File: src/hw/rtl/s5hp_pkg.sv
// Shared constants and types for the SOCKS5 handshake parser.
package s5hp_pkg;

  localparam int HOST_BYTES_DEF = 256;
  localparam int IN_DATA_W      = 8;
  localparam int OUT_DATA_W     = 40;
  localparam int KIND_W         = 2;

  localparam logic [7:0] SOCKS_VER    = 8'h05;
  localparam logic [7:0] CMD_CONNECT  = 8'h01;
  localparam logic [7:0] METH_NOAUTH  = 8'h00;
  localparam logic [7:0] RSV_ZERO     = 8'h00;
  localparam logic [7:0] ATYP_IPV4    = 8'h01;
  localparam logic [7:0] ATYP_DOMAIN  = 8'h03;
  localparam logic [7:0] ATYP_IPV6    = 8'h04;
  localparam logic [7:0] IPV4_LEN     = 8'd4;
  localparam logic [7:0] IPV6_LEN     = 8'd16;

  typedef enum logic [1:0] {
    REPLY_NONE      = 2'd0,
    REPLY_ACCEPT    = 2'd1,
    REPLY_AUTH_FAIL = 2'd2,
    REPLY_PROTO_ERR = 2'd3
  } reply_t;

  typedef enum logic [1:0] {
    KIND_IPV4   = 2'd0,
    KIND_DOMAIN = 2'd1,
    KIND_IPV6   = 2'd2
  } kind_t;

  typedef struct packed {
    logic        ignored;
    logic [15:0] port;
    logic        ready_res;
    logic [7:0]  host_byte;
    logic [7:0]  host_index;
    logic        host_valid;
    logic        closed;
    reply_t      reply;
  } result_t;

endpackage

File: src/hw/rtl/socks5_handshake_parser.sv
// SOCKS5 client handshake parser top level.
// Usage:
//   Input stream: one item per accepted beat. in_tuser = 1 opens a fresh
//   negotiation (in_tdata ignored); in_tuser = 0 carries one client byte.
//   Result stream: exactly one result per accepted input item, in order.
//   Each result gives the reply code, close flag, echoed address byte with
//   its index, ready flag with the destination port, and an ignored flag.
//   out_tuser carries the address kind.
// The result is registered and becomes valid in the cycle after input accept.
// Throughput: one item per cycle while out_tready is high; parse state updates
//   on every accepted item and the result lands in one output register.
// Stall: in_tready follows out_tready while a result is held, so a stalled
//   receiver holds the input side only while the output register is full.
// Address bytes are written into a HOST_BYTES-deep RAM as they arrive.
// Reset: synchronous active-low rst_n returns the parser to idle with no
//   negotiation open and the output register empty; the host RAM is not
//   cleared.
module socks5_handshake_parser #(
  parameter int HOST_BYTES = s5hp_pkg::HOST_BYTES_DEF
) (
  input  logic                            clk,
  input  logic                            rst_n,
  input  logic                            in_tvalid,
  output logic                            in_tready,
  input  logic [s5hp_pkg::IN_DATA_W-1:0]  in_tdata,   // [7:0] data
  input  logic                            in_tuser,   // [0] mode
  output logic                            out_tvalid,
  input  logic                            out_tready,
  // [1:0] reply, [2] closed, [3] host_valid, [11:4] host_index,
  // [19:12] host_byte, [20] ready_res, [36:21] port, [37] ignored, [39:38] zero
  output logic [s5hp_pkg::OUT_DATA_W-1:0] out_tdata,
  output logic [s5hp_pkg::KIND_W-1:0]     out_tuser   // [1:0] addr_kind
);
  import s5hp_pkg::*;

  localparam int AW = $clog2(HOST_BYTES);
  localparam logic [8:0] HOST_LIMIT = 9'(HOST_BYTES);

  typedef enum logic [3:0] {
    PH_IDLE    = 4'd0,
    PH_GREET   = 4'd1,
    PH_NMETH   = 4'd2,
    PH_METHODS = 4'd3,
    PH_REQVER  = 4'd4,
    PH_CMD     = 4'd5,
    PH_RSV     = 4'd6,
    PH_ATYP    = 4'd7,
    PH_DLEN    = 4'd8,
    PH_ADDR    = 4'd9,
    PH_PORTHI  = 4'd10,
    PH_PORTLO  = 4'd11,
    PH_READY   = 4'd12
  } phase_t;

  phase_t      phase_r, phase_nxt;
  logic [7:0]  methods_left_r, methods_left_nxt;
  logic        noauth_seen_r, noauth_seen_nxt;
  kind_t       kind_r, kind_nxt;
  logic [7:0]  host_length_r, host_length_nxt;
  logic [7:0]  host_count_r, host_count_nxt;
  logic [7:0]  port_high_r, port_high_nxt;

  logic                  out_tvalid_r;
  logic [OUT_DATA_W-1:0] out_tdata_r;
  kind_t                 out_kind_r;

  result_t    res;
  logic       in_fire;
  logic [7:0] d;
  logic [7:0] methods_dec;
  logic [7:0] count_inc;
  logic       ram_wr;

  assign in_tready = !out_tvalid_r || out_tready;
  assign in_fire   = in_tvalid && in_tready;
  assign d         = in_tdata[7:0];
  assign methods_dec = methods_left_r - 8'd1;
  assign count_inc   = host_count_r + 8'd1;

  always_comb begin
    phase_nxt        = phase_r;
    methods_left_nxt = methods_left_r;
    noauth_seen_nxt  = noauth_seen_r;
    kind_nxt         = kind_r;
    host_length_nxt  = host_length_r;
    host_count_nxt   = host_count_r;
    port_high_nxt    = port_high_r;
    res              = '0;
    ram_wr           = 1'b0;

    if (in_tuser) begin
      phase_nxt        = PH_GREET;
      methods_left_nxt = '0;
      noauth_seen_nxt  = 1'b0;
      kind_nxt         = KIND_IPV4;
      host_length_nxt  = '0;
      host_count_nxt   = '0;
      port_high_nxt    = '0;
    end else begin
      unique case (phase_r)
        PH_IDLE, PH_READY: begin
          res.ignored = 1'b1;
        end
        PH_GREET: begin
          if (d == SOCKS_VER) begin
            phase_nxt = PH_NMETH;
          end else begin
            res.closed = 1'b1;
            phase_nxt  = PH_IDLE;
          end
        end
        PH_NMETH: begin
          if (d == 8'd0) begin
            res.reply  = REPLY_AUTH_FAIL;
            res.closed = 1'b1;
            phase_nxt  = PH_IDLE;
          end else begin
            methods_left_nxt = d;
            noauth_seen_nxt  = 1'b0;
            phase_nxt        = PH_METHODS;
          end
        end
        PH_METHODS: begin
          noauth_seen_nxt  = noauth_seen_r || (d == METH_NOAUTH);
          methods_left_nxt = methods_dec;
          if (methods_dec == 8'd0) begin
            if (noauth_seen_nxt) begin
              res.reply = REPLY_ACCEPT;
              phase_nxt = PH_REQVER;
            end else begin
              res.reply  = REPLY_AUTH_FAIL;
              res.closed = 1'b1;
              phase_nxt  = PH_IDLE;
            end
          end
        end
        PH_REQVER, PH_CMD, PH_RSV: begin
          if ((phase_r == PH_REQVER && d == SOCKS_VER) ||
              (phase_r == PH_CMD && d == CMD_CONNECT) ||
              (phase_r == PH_RSV && d == RSV_ZERO)) begin
            phase_nxt = phase_t'(phase_r + 4'd1);
          end else begin
            res.reply  = REPLY_PROTO_ERR;
            res.closed = 1'b1;
            phase_nxt  = PH_IDLE;
          end
        end
        PH_ATYP: begin
          host_count_nxt  = '0;
          host_length_nxt = '0;
          if (d == ATYP_IPV4) begin
            kind_nxt        = KIND_IPV4;
            host_length_nxt = IPV4_LEN;
            phase_nxt       = PH_ADDR;
          end else if (d == ATYP_DOMAIN) begin
            kind_nxt  = KIND_DOMAIN;
            phase_nxt = PH_DLEN;
          end else if (d == ATYP_IPV6) begin
            kind_nxt        = KIND_IPV6;
            host_length_nxt = IPV6_LEN;
            phase_nxt       = PH_ADDR;
          end else begin
            res.reply  = REPLY_PROTO_ERR;
            res.closed = 1'b1;
            phase_nxt  = PH_IDLE;
          end
        end
        PH_DLEN: begin
          if (d == 8'd0 || {1'b0, d} > HOST_LIMIT) begin
            res.reply  = REPLY_PROTO_ERR;
            res.closed = 1'b1;
            phase_nxt  = PH_IDLE;
          end else begin
            host_length_nxt = d;
            phase_nxt       = PH_ADDR;
          end
        end
        PH_ADDR: begin
          if ({1'b0, host_count_r} < HOST_LIMIT) begin
            ram_wr         = 1'b1;
            res.host_valid = 1'b1;
            res.host_index = host_count_r;
            res.host_byte  = d;
          end
          host_count_nxt = count_inc;
          if ({1'b0, count_inc} >= {1'b0, host_length_r} || count_inc == 8'd0) begin
            phase_nxt = PH_PORTHI;
          end
        end
        PH_PORTHI: begin
          port_high_nxt = d;
          phase_nxt     = PH_PORTLO;
        end
        PH_PORTLO: begin
          res.ready_res = 1'b1;
          res.port      = {port_high_r, d};
          phase_nxt     = PH_READY;
        end
        default: begin
          res.closed = 1'b1;
          phase_nxt  = PH_IDLE;
        end
      endcase
    end
  end

  always_ff @(posedge clk) begin
    if (!rst_n) begin
      phase_r        <= PH_IDLE;
      methods_left_r <= '0;
      noauth_seen_r  <= 1'b0;
      kind_r         <= KIND_IPV4;
      host_length_r  <= '0;
      host_count_r   <= '0;
      port_high_r    <= '0;
      out_tvalid_r   <= 1'b0;
    end else begin
      if (in_fire) begin
        phase_r        <= phase_nxt;
        methods_left_r <= methods_left_nxt;
        noauth_seen_r  <= noauth_seen_nxt;
        kind_r         <= kind_nxt;
        host_length_r  <= host_length_nxt;
        host_count_r   <= host_count_nxt;
        port_high_r    <= port_high_nxt;
        out_tvalid_r   <= 1'b1;
      end else if (out_tready) begin
        out_tvalid_r <= 1'b0;
      end
    end
  end

  always_ff @(posedge clk) begin
    if (in_fire) begin
      out_tdata_r <= OUT_DATA_W'(res);
      out_kind_r  <= kind_nxt;
    end
  end

  s5hp_ram #(
    .WIDTH (8),
    .DEPTH (HOST_BYTES)
  ) u_host_ram (
    .clk     (clk),
    .wr_en   (in_fire && !in_tuser && ram_wr),
    .wr_addr (host_count_r[AW-1:0]),
    .wr_data (d),
    .rd_en   (1'b0),
    .rd_addr ('0),
    .rd_data ()
  );

  assign out_tvalid = out_tvalid_r;
  assign out_tdata  = out_tdata_r;
  assign out_tuser  = out_kind_r;

  a_close_idle: assert property (@(posedge clk) disable iff (!rst_n)
    in_fire && res.closed |=> phase_r == PH_IDLE)
    else $error("close did not return parser to idle");

  a_ready_phase: assert property (@(posedge clk) disable iff (!rst_n)
    in_fire && res.ready_res |=> phase_r == PH_READY && out_tvalid_r)
    else $error("completed request not held in ready phase");

  a_open_clears: assert property (@(posedge clk) disable iff (!rst_n)
    in_fire && in_tuser |=> phase_r == PH_GREET && host_count_r == 8'd0)
    else $error("new negotiation did not clear parser state");

  a_accept_next: assert property (@(posedge clk) disable iff (!rst_n)
    in_fire && res.reply == REPLY_ACCEPT |=> phase_r == PH_REQVER)
    else $error("accept reply without moving to request phase");

  a_stall_hold: assert property (@(posedge clk) disable iff (!rst_n)
    out_tvalid_r && !out_tready |=> out_tvalid_r && $stable(out_tdata_r))
    else $error("stalled result changed");

endmodule

File: src/hw/rtl/s5hp_ram.sv
// Generic single-write, single-read RAM with registered read data.
module s5hp_ram #(
  parameter int WIDTH = 8,
  parameter int DEPTH = 256
) (
  input  logic                     clk,
  input  logic                     wr_en,
  input  logic [$clog2(DEPTH)-1:0] wr_addr,
  input  logic [WIDTH-1:0]         wr_data,
  input  logic                     rd_en,
  input  logic [$clog2(DEPTH)-1:0] rd_addr,
  output logic [WIDTH-1:0]         rd_data
);

  logic [WIDTH-1:0] mem [DEPTH];
  logic [WIDTH-1:0] rd_data_r;

  always_ff @(posedge clk) begin
    if (wr_en) begin
      mem[wr_addr] <= wr_data;
    end
    if (rd_en) begin
      rd_data_r <= mem[rd_addr];
    end
  end

  assign rd_data = rd_data_r;

endmodule
File: config.mk
export PLATFORM = sky130hd
export DESIGN_NAME = socks5_handshake_parser
export DESIGN_NICKNAME = d
export VERILOG_FILES = /design/src/hw/rtl/s5hp_pkg.sv /design/src/hw/rtl/socks5_handshake_parser.sv /design/src/hw/rtl/s5hp_ram.sv
export SDC_FILE = /design/constraint.sdc
export NUM_CORES = 1
export LEC_CHECK = 0
export BUFFER_PORTS_ARGS = -buffer_cell sky130_fd_sc_hd__clkbuf_2
export CAP_MARGIN = 20
export CORE_MARGIN = 5
export CORE_UTILIZATION = 53
export DETAILED_ROUTE_END_ITERATION = 12
export GPL_TIMING_DRIVEN = 0
export PLACE_DENSITY = 0.77
export SLEW_MARGIN = 30
export SYNTH_ARGS = -nofsm -noshare
export SYNTH_HDL_FRONTEND = slang
export SYNTH_SLANG_ARGS = --single-unit
File: constraint.sdc
create_clock -name clk -period 2.8 [get_ports clk]
set_clock_uncertainty 0.1 [all_clocks]
set_input_delay 0 -clock clk [delete_from_list [all_inputs] [get_ports clk]]
set_output_delay 0 -clock clk [all_outputs]
set_load 0.01 [all_outputs]
==> run_results.csv, run 1 <==
group,metric,value,unit
drt,ant_nets,0,
final_layout,mostFrequentLayoutCell,"nor2_1",
floorplan,die_x,102,µm
placement,post_dp_cell_area,4930,µm²
pwr,p_per_area,458,nW/µm²
sta,max_freq,375,MHz
setup_path,critPathKind,"register to register",
pwr,power.total,2.41,mW
sta,holdWs,0.0349,ns
drt,drt_iter0_drc,238,
floorplan,num_rows,33,
drt,drt_wl_total,10900,µm
floorplan,die-area,10500,µm²
placement,gp_congestion,0.922,
final_layout,area_delta_synth_final,15.9,%
yosys,synth_cell_types,76,
global_route,grt_pass1_vias,3605,
clocking,cts_buffer_depth,2,
clocking,cts_sinks,80,
sta,setup_ws,0.134,ns
sta,finalCritPeriodShare,95.2,%
yosys,yosys_warnings,0,
yosys,synth-main-ff-cell,"edfxtp_1",
setup_path,worstPathBufferInverterCount,0,
floorplan,io_pins,57,
drt,drcViolationCount,0,
yosys,avgSynthCellArea,9.31,µm²
setup_path,end_kind,"register",
clocking,clk_pin_slew_worst_paths,0.09,ns
sta,hold_viol,0,
final_layout,fillers,698,
sta,slew_headroom,47.2,%
global_route,grt_use_total,21.0,%
drt,wl_per_cell,16.4,µm
placement,dp_hpwl,7580,µm
setup_path,crit_arrival,2.80,ns
final_layout,final_nets,586,
floorplan,core_area,8260,µm²
drt,via_per_inst,5.89,
sta,slew_viol_final,0,
sta,worst_pin_slew,0.785,ns
setup_path,worstPathCellList,"ha_4, nand3_1, xnor2_1, ha_1, a21o_1, a21oi_1, o21ai_2, a2111oi_4, a221oi_4, mux2i_1",
global_route,antenna_found_initial,0,
yosys,synthArstFlopShare,0,%
setup_path,required,2.93,ns
final_layout,drive_gt1_share,19.4,%
hold_path,hp-class,"primary input to register",
pwr,ir_worst_vdd,0.256,mV
floorplan,start_util,54.9,%
sta,finalSetupViolations,0,
global_route,grt_max_degree,48,
yosys,syn-cell-area,4530,µm²
run_status,status,"completed",
final_layout,final_cell_mix,"56 x nor2_1, 53 x clkbuf_2, 41 x nand2_1",
final_layout,instances_no_fill,668,
global_route,gr-total-overflow,0,
setup_path,worst-path-max-fanout,10,
setup_path,timing.reg2reg.setup_slack,0.13,ns
setup_path,crit_family,"compound AO/OA/AOI/OAI gates",
clocking,tritoncts,"built",
final_layout,diodes,0,
final_layout,design_area,5260,µm²
clocking,clock-root-buffer,"clkbuf_8",
run,drv_cap,0,
yosys,netlist_instances,487,
drt,first_pass_iters,5,
placement,pre_cts_ws,-0.264,ns
clocking,cts_made_buffers,9,
placement,port_buffers,52,
setup_path,critPathLaunchType,"register",
sta,min_period,2.67,ns
floorplan,die_h,102,µm
yosys,synth_seq_cells,80,
clocking,htree_levels,3,
pwr,leakage,2.00,nW
global_route,grt_pass1_wl,17400,µm
setup_path,critical-path-slowest-cell,"dfxtp_4",
placement,dpl.cell_count,645,
clocking,insertion_delay,0.36,ns
yosys,synth_edf_count,40,
yosys,synth_seq_area_share,44.2,%
drt,vias,3934,
setup_path,critPathMaxStageDelay,0.43,ns
cells in the mapped netlist, types with 14 or more instances:
| cell type | number | area (µm²) |
|---|---|---|
| a21oi_1 | 24 | 120 |
| and2_1 | 26 | 163 |
| clkbuf_1 | 19 | 71.3 |
| dfxtp_1 | 40 | 801 |
| edfxtp_1 | 40 | 1200 |
| ha_1 | 15 | 188 |
| inv_1 | 15 | 56.3 |
| nand2_1 | 41 | 154 |
| nand2b_1 | 15 | 93.8 |
| nor2_1 | 57 | 214 |
| nor2b_1 | 16 | 100 |
| nor3_1 | 19 | 95.1 |
| o21ai_1 | 14 | 70.1 |
path summary, 6_finish.rpt:
check / cells past startpoint / to / startpoint
worst max-delay path: 10 / phase_r[0] / host_count_r[0]
worst min-delay path: 3 / out_tdata[16] / in_tdata[4]
worst max register to register: 10 / phase_r[0] / host_count_r[0]
worst min register to register: 2 / kind_r[1] / kind_r[1]
tightest hold or removal path, cell delays in order:
cell and delay [ns]:
clkbuf_2 0.16, nand2b_1 0.12, nor2_1 0.09
metal layers:
metal	global-route usage, %	share of wire (%)	vias up
met5	0	0	-
met4	7.87	2.0	0
met3	3.79	7.9	21
met2	34.7	48	160
met1	27.6	42	1884
li1	-	-	1869
kinds of logic after synthesis:
logic type	after synthesis	share of synthesized area, %
buf+inv	51	5.90
compound gates	101	16.2
mux	6	1.32
other cells	1	0.0827
simple gates	222	26.1
fa+ha+maj	15	4.14
xor+xnor	11	2.12
flops	80	44.2
power breakdown:
group / internal, mW / switching (mW) / total [mW]
Clock: 0.416 / 0.452 / 0.867
Sequential: 1.26 / 0.0174 / 1.28
Combinational: 0.0975 / 0.160 / 0.257
Total: 1.78 / 0.629 / 2.41
state kept, by name, indices dropped and copies added (netlist names):
register,count
methods_left_r,8
out_tvalid,1
out_tuser,2
host_length_r,8
kind_r,2
out_tdata,38
port_high_r,8
noauth_seen_r,1
host_count_r,8
phase_r,4
repair_timing:
action                                  CTS  global route
hold buffers                              5             0
gates cloned                              0             0
hold endpoints to repair                  5             0
endpoints found under the setup margin    4             6
gates resized for setup                   5            11
buffers inserted                          0             3
pin swaps                                 0             3
cell type report:
class	count	area, µm²	area share (%)
plain buffers	32	188	3.57
well taps	105	131	2.50
inverters	18	81.3	1.55
multi-input cells	357	2320	44.1
clock buffers	10	128	2.43
flip-flops and latches	80	2010	38.3
repair buffers	60	333	6.33
clock inverters	6	67.6	1.29
stage by stage:
stage | utilization [%] | setup TNS, ns
global placement | 59.7 | -1.01
CTS | 62.8 | 0
global route | 63.6 | -0.0256
detailed placement | 59.7 | -1.04
finish | 63.6 | 0
floorplan | - | 0
(Power assumes the default switching activity.)
==> run 2: changes to the inputs <==
Settings changed: CORE_UTILIZATION 53 to 55, PLACE_DENSITY 0.77 to 0.76.
Clock period 2.8 ns to 2.57 ns, I/O delays scaled along.
==> run 2 against run 1 <==
Net effect: wire length increased by 2.2%; flip-flop and latch count is the same; clock-buffer cell count did not move; largest cell class unchanged.
==> run_results.csv, run 2 (synthesis results as in run 1) <==
group,metric,value,unit
run_status,status,"completed",
setup_path,worstPathCellList,"ha_4, nand3_4, xnor2_4, ha_4, a21o_1, a21oi_2, o21ai_2, a2111oi_4, a221oi_4, buf_6, mux2i_1",
sta,min_period,2.53,ns
final_layout,area_delta_synth_final,19.6,%
hold_path,hold_start,"in_tdata[5]",
setup_path,critical-path-slowest-cell,"a2111oi_4",
setup_path,critPathLaunchType,"register",
clocking,htree_levels,3,
sta,slew_headroom,56.7,%
drt,ant_nets,0,
global_route,grt_pass1_wl,18500,µm
hold_path,hp-class,"primary input to register",
final_layout,final_cell_mix,"56 x nor2_1, 55 x clkbuf_2, 41 x nand2_1",
drt,wl_per_cell,16.5,µm
setup_path,path_common_cell,"ha_4",
clocking,cts_sinks,80,
sta,setup_ws,0.0398,ns
placement,port_buffers,52,
floorplan,num_rows,33,
setup_path,worst-path-max-fanout,4,
final_layout,mostFrequentLayoutCell,"nor2_1",
drt,drt_iter0_drc,217,
floorplan,io_pins,57,
sta,hold_viol,0,
setup_path,critPathMaxStageDelay,0.42,ns
floorplan,die-area,10200,µm²
final_layout,multi_input_area,2420,µm²
sta,rsz0062_at_grt,"yes",
global_route,gr-total-overflow,0,
setup_path,timing.reg2reg.setup_slack,0.04,ns
global_route,antenna_found_initial,0,
placement,dp_hpwl,7490,µm
setup_path,crit_arrival,2.66,ns
final_layout,utilization,66.7,%
setup_path,crit_family,"compound AO/OA/AOI/OAI gates",
final_layout,drive_gt1_share,24.2,%
sta,holdWs,0.0225,ns
drt,vias,3941,
setup_path,r2r-end,"phase_r[1]",
clocking,clk_pin_slew_worst_paths,0.09,ns
sta,max_freq,395,MHz
floorplan,die_h,101,µm
setup_path,end_kind,"register",
sta,setup_tns,0,ns
setup_path,required,2.70,ns
sta,finalSetupViolations,0,
final_layout,design_area,5420,µm²
drt,drt_wl_total,11200,µm
placement,post_dp_cell_area,4940,µm²
clocking,cts_buffer_depth,2,
final_layout,diodes,0,
clocking,clock-root-buffer,"clkbuf_8",
hold_path,whs_endpoint,"methods_left_r[5]",
final_layout,fillers,684,
global_route,grt_pass1_vias,3785,
drt,via_per_inst,5.83,
clocking,tritoncts,"built",
setup_path,rr_startpoint,"host_count_r[1]",
hold_path,hold_depth,4,
final_layout,final_nets,594,
clocking,insertion_delay,0.35,ns
drt,first_pass_iters,5,
setup_path,worstPathBufferInverterCount,1,
floorplan,die_x,101,µm
sta,slew_viol_final,0,
sta,worst_pin_slew,0.644,ns
placement,pre_cts_ws,-0.351,ns
final_layout,largest_reg_flops,38,
run,drv_cap,0,
floorplan,core_area,8130,µm²
pwr,leakage,2.07,nW
sta,finalCritPeriodShare,98.5,%
pwr,ir_worst_vdd,0.311,mV
global_route,grt_max_degree,48,
floorplan,start_util,55.7,%
placement,dpl.cell_count,645,
clocking,cts_made_buffers,9,
setup_path,critPathKind,"register to register",
final_layout,instances_no_fill,676,
final_layout,register_area,2020,µm²
global_route,grt_use_total,22.8,%
pwr,power.total,2.51,mW
setup_path,rr_worst_depth,11,
drt,drcViolationCount,0,
placement,gp_congestion,0.896,
pwr,p_per_area,463,nW/µm²
==> run 2: cell types whose count changed in the layout (fill, tap and decap cells not counted), moves of 3 or more <==
cell | previous run | this run
a21oi_1 | 24 | 21
dfxtp_1 | 37 | 33
buf_4 | 5 | 17
dfxtp_2 | 1 | 4
clkbuf_1 | 19 | 13
a21oi_2 | 0 | 3
buf_6 | 1 | 4
==> run 2: per-layer routing <==
metal | wire length [µm] | track usage, %
met5 | 0 | 0
met4 | 217 | 7.46
met3 | 815 | 4.22
met1 | 4720 | 30.6
met2 | 5410 | 37.2
==> run 2: repair_timing <==
action / in CTS / in global routing
pin swaps: 8 / 4
buffers inserted: 14 / 2
resized for setup: 20 / 20
hold buffers: 4 / 0
endpoints found under the hold margin: 4 / 0
setup endpoints to repair: 9 / 28
==> run 2: worst register-to-register path: stages, from the launching register on <==
cell and delay [ns]:
dfxtp_4 0.37, ha_4 0.15, nand3_4 0.12, xnor2_4 0.22
ha_4 0.23, a21o_1 0.20, a21oi_2 0.15, o21ai_2 0.09
a2111oi_4 0.42, a221oi_4 0.11, buf_6 0.15, mux2i_1 0.11
==> run 2: worst max path at each step <==
stage          slack [ns]               from  cells after the start    endpoint
2_1_floorplan        0.03    host_count_r[0]                     10  phase_r[0]
3_3_place_gp        -0.30    host_count_r[0]                     10  phase_r[0]
3_5_place_dp        -0.35    host_count_r[0]                     10  phase_r[2]
4_1_cts             0.004  methods_left_r[0]                      9  phase_r[2]
5_1_grt             -0.05    host_count_r[2]                     11  phase_r[0]
6_report             0.04    host_count_r[1]                     11  phase_r[1]
==> run 2: area by class of cell <==
class,count,share of cell area (%)
plain buffers,28,3.37
clock buffers,10,2.35
clock inverters,6,0.784
inverters,18,1.50
multi-input cells,357,44.5
flip-flops and latches,80,37.2
well taps,105,2.42
repair buffers,72,7.82
==> run 2: where the power goes <==
group | internal, mW | switching [mW]
Combinational | 0.107 | 0.174
Sequential | 1.38 | 0.0189
Clock | 0.356 | 0.480
Total | 1.84 | 0.674
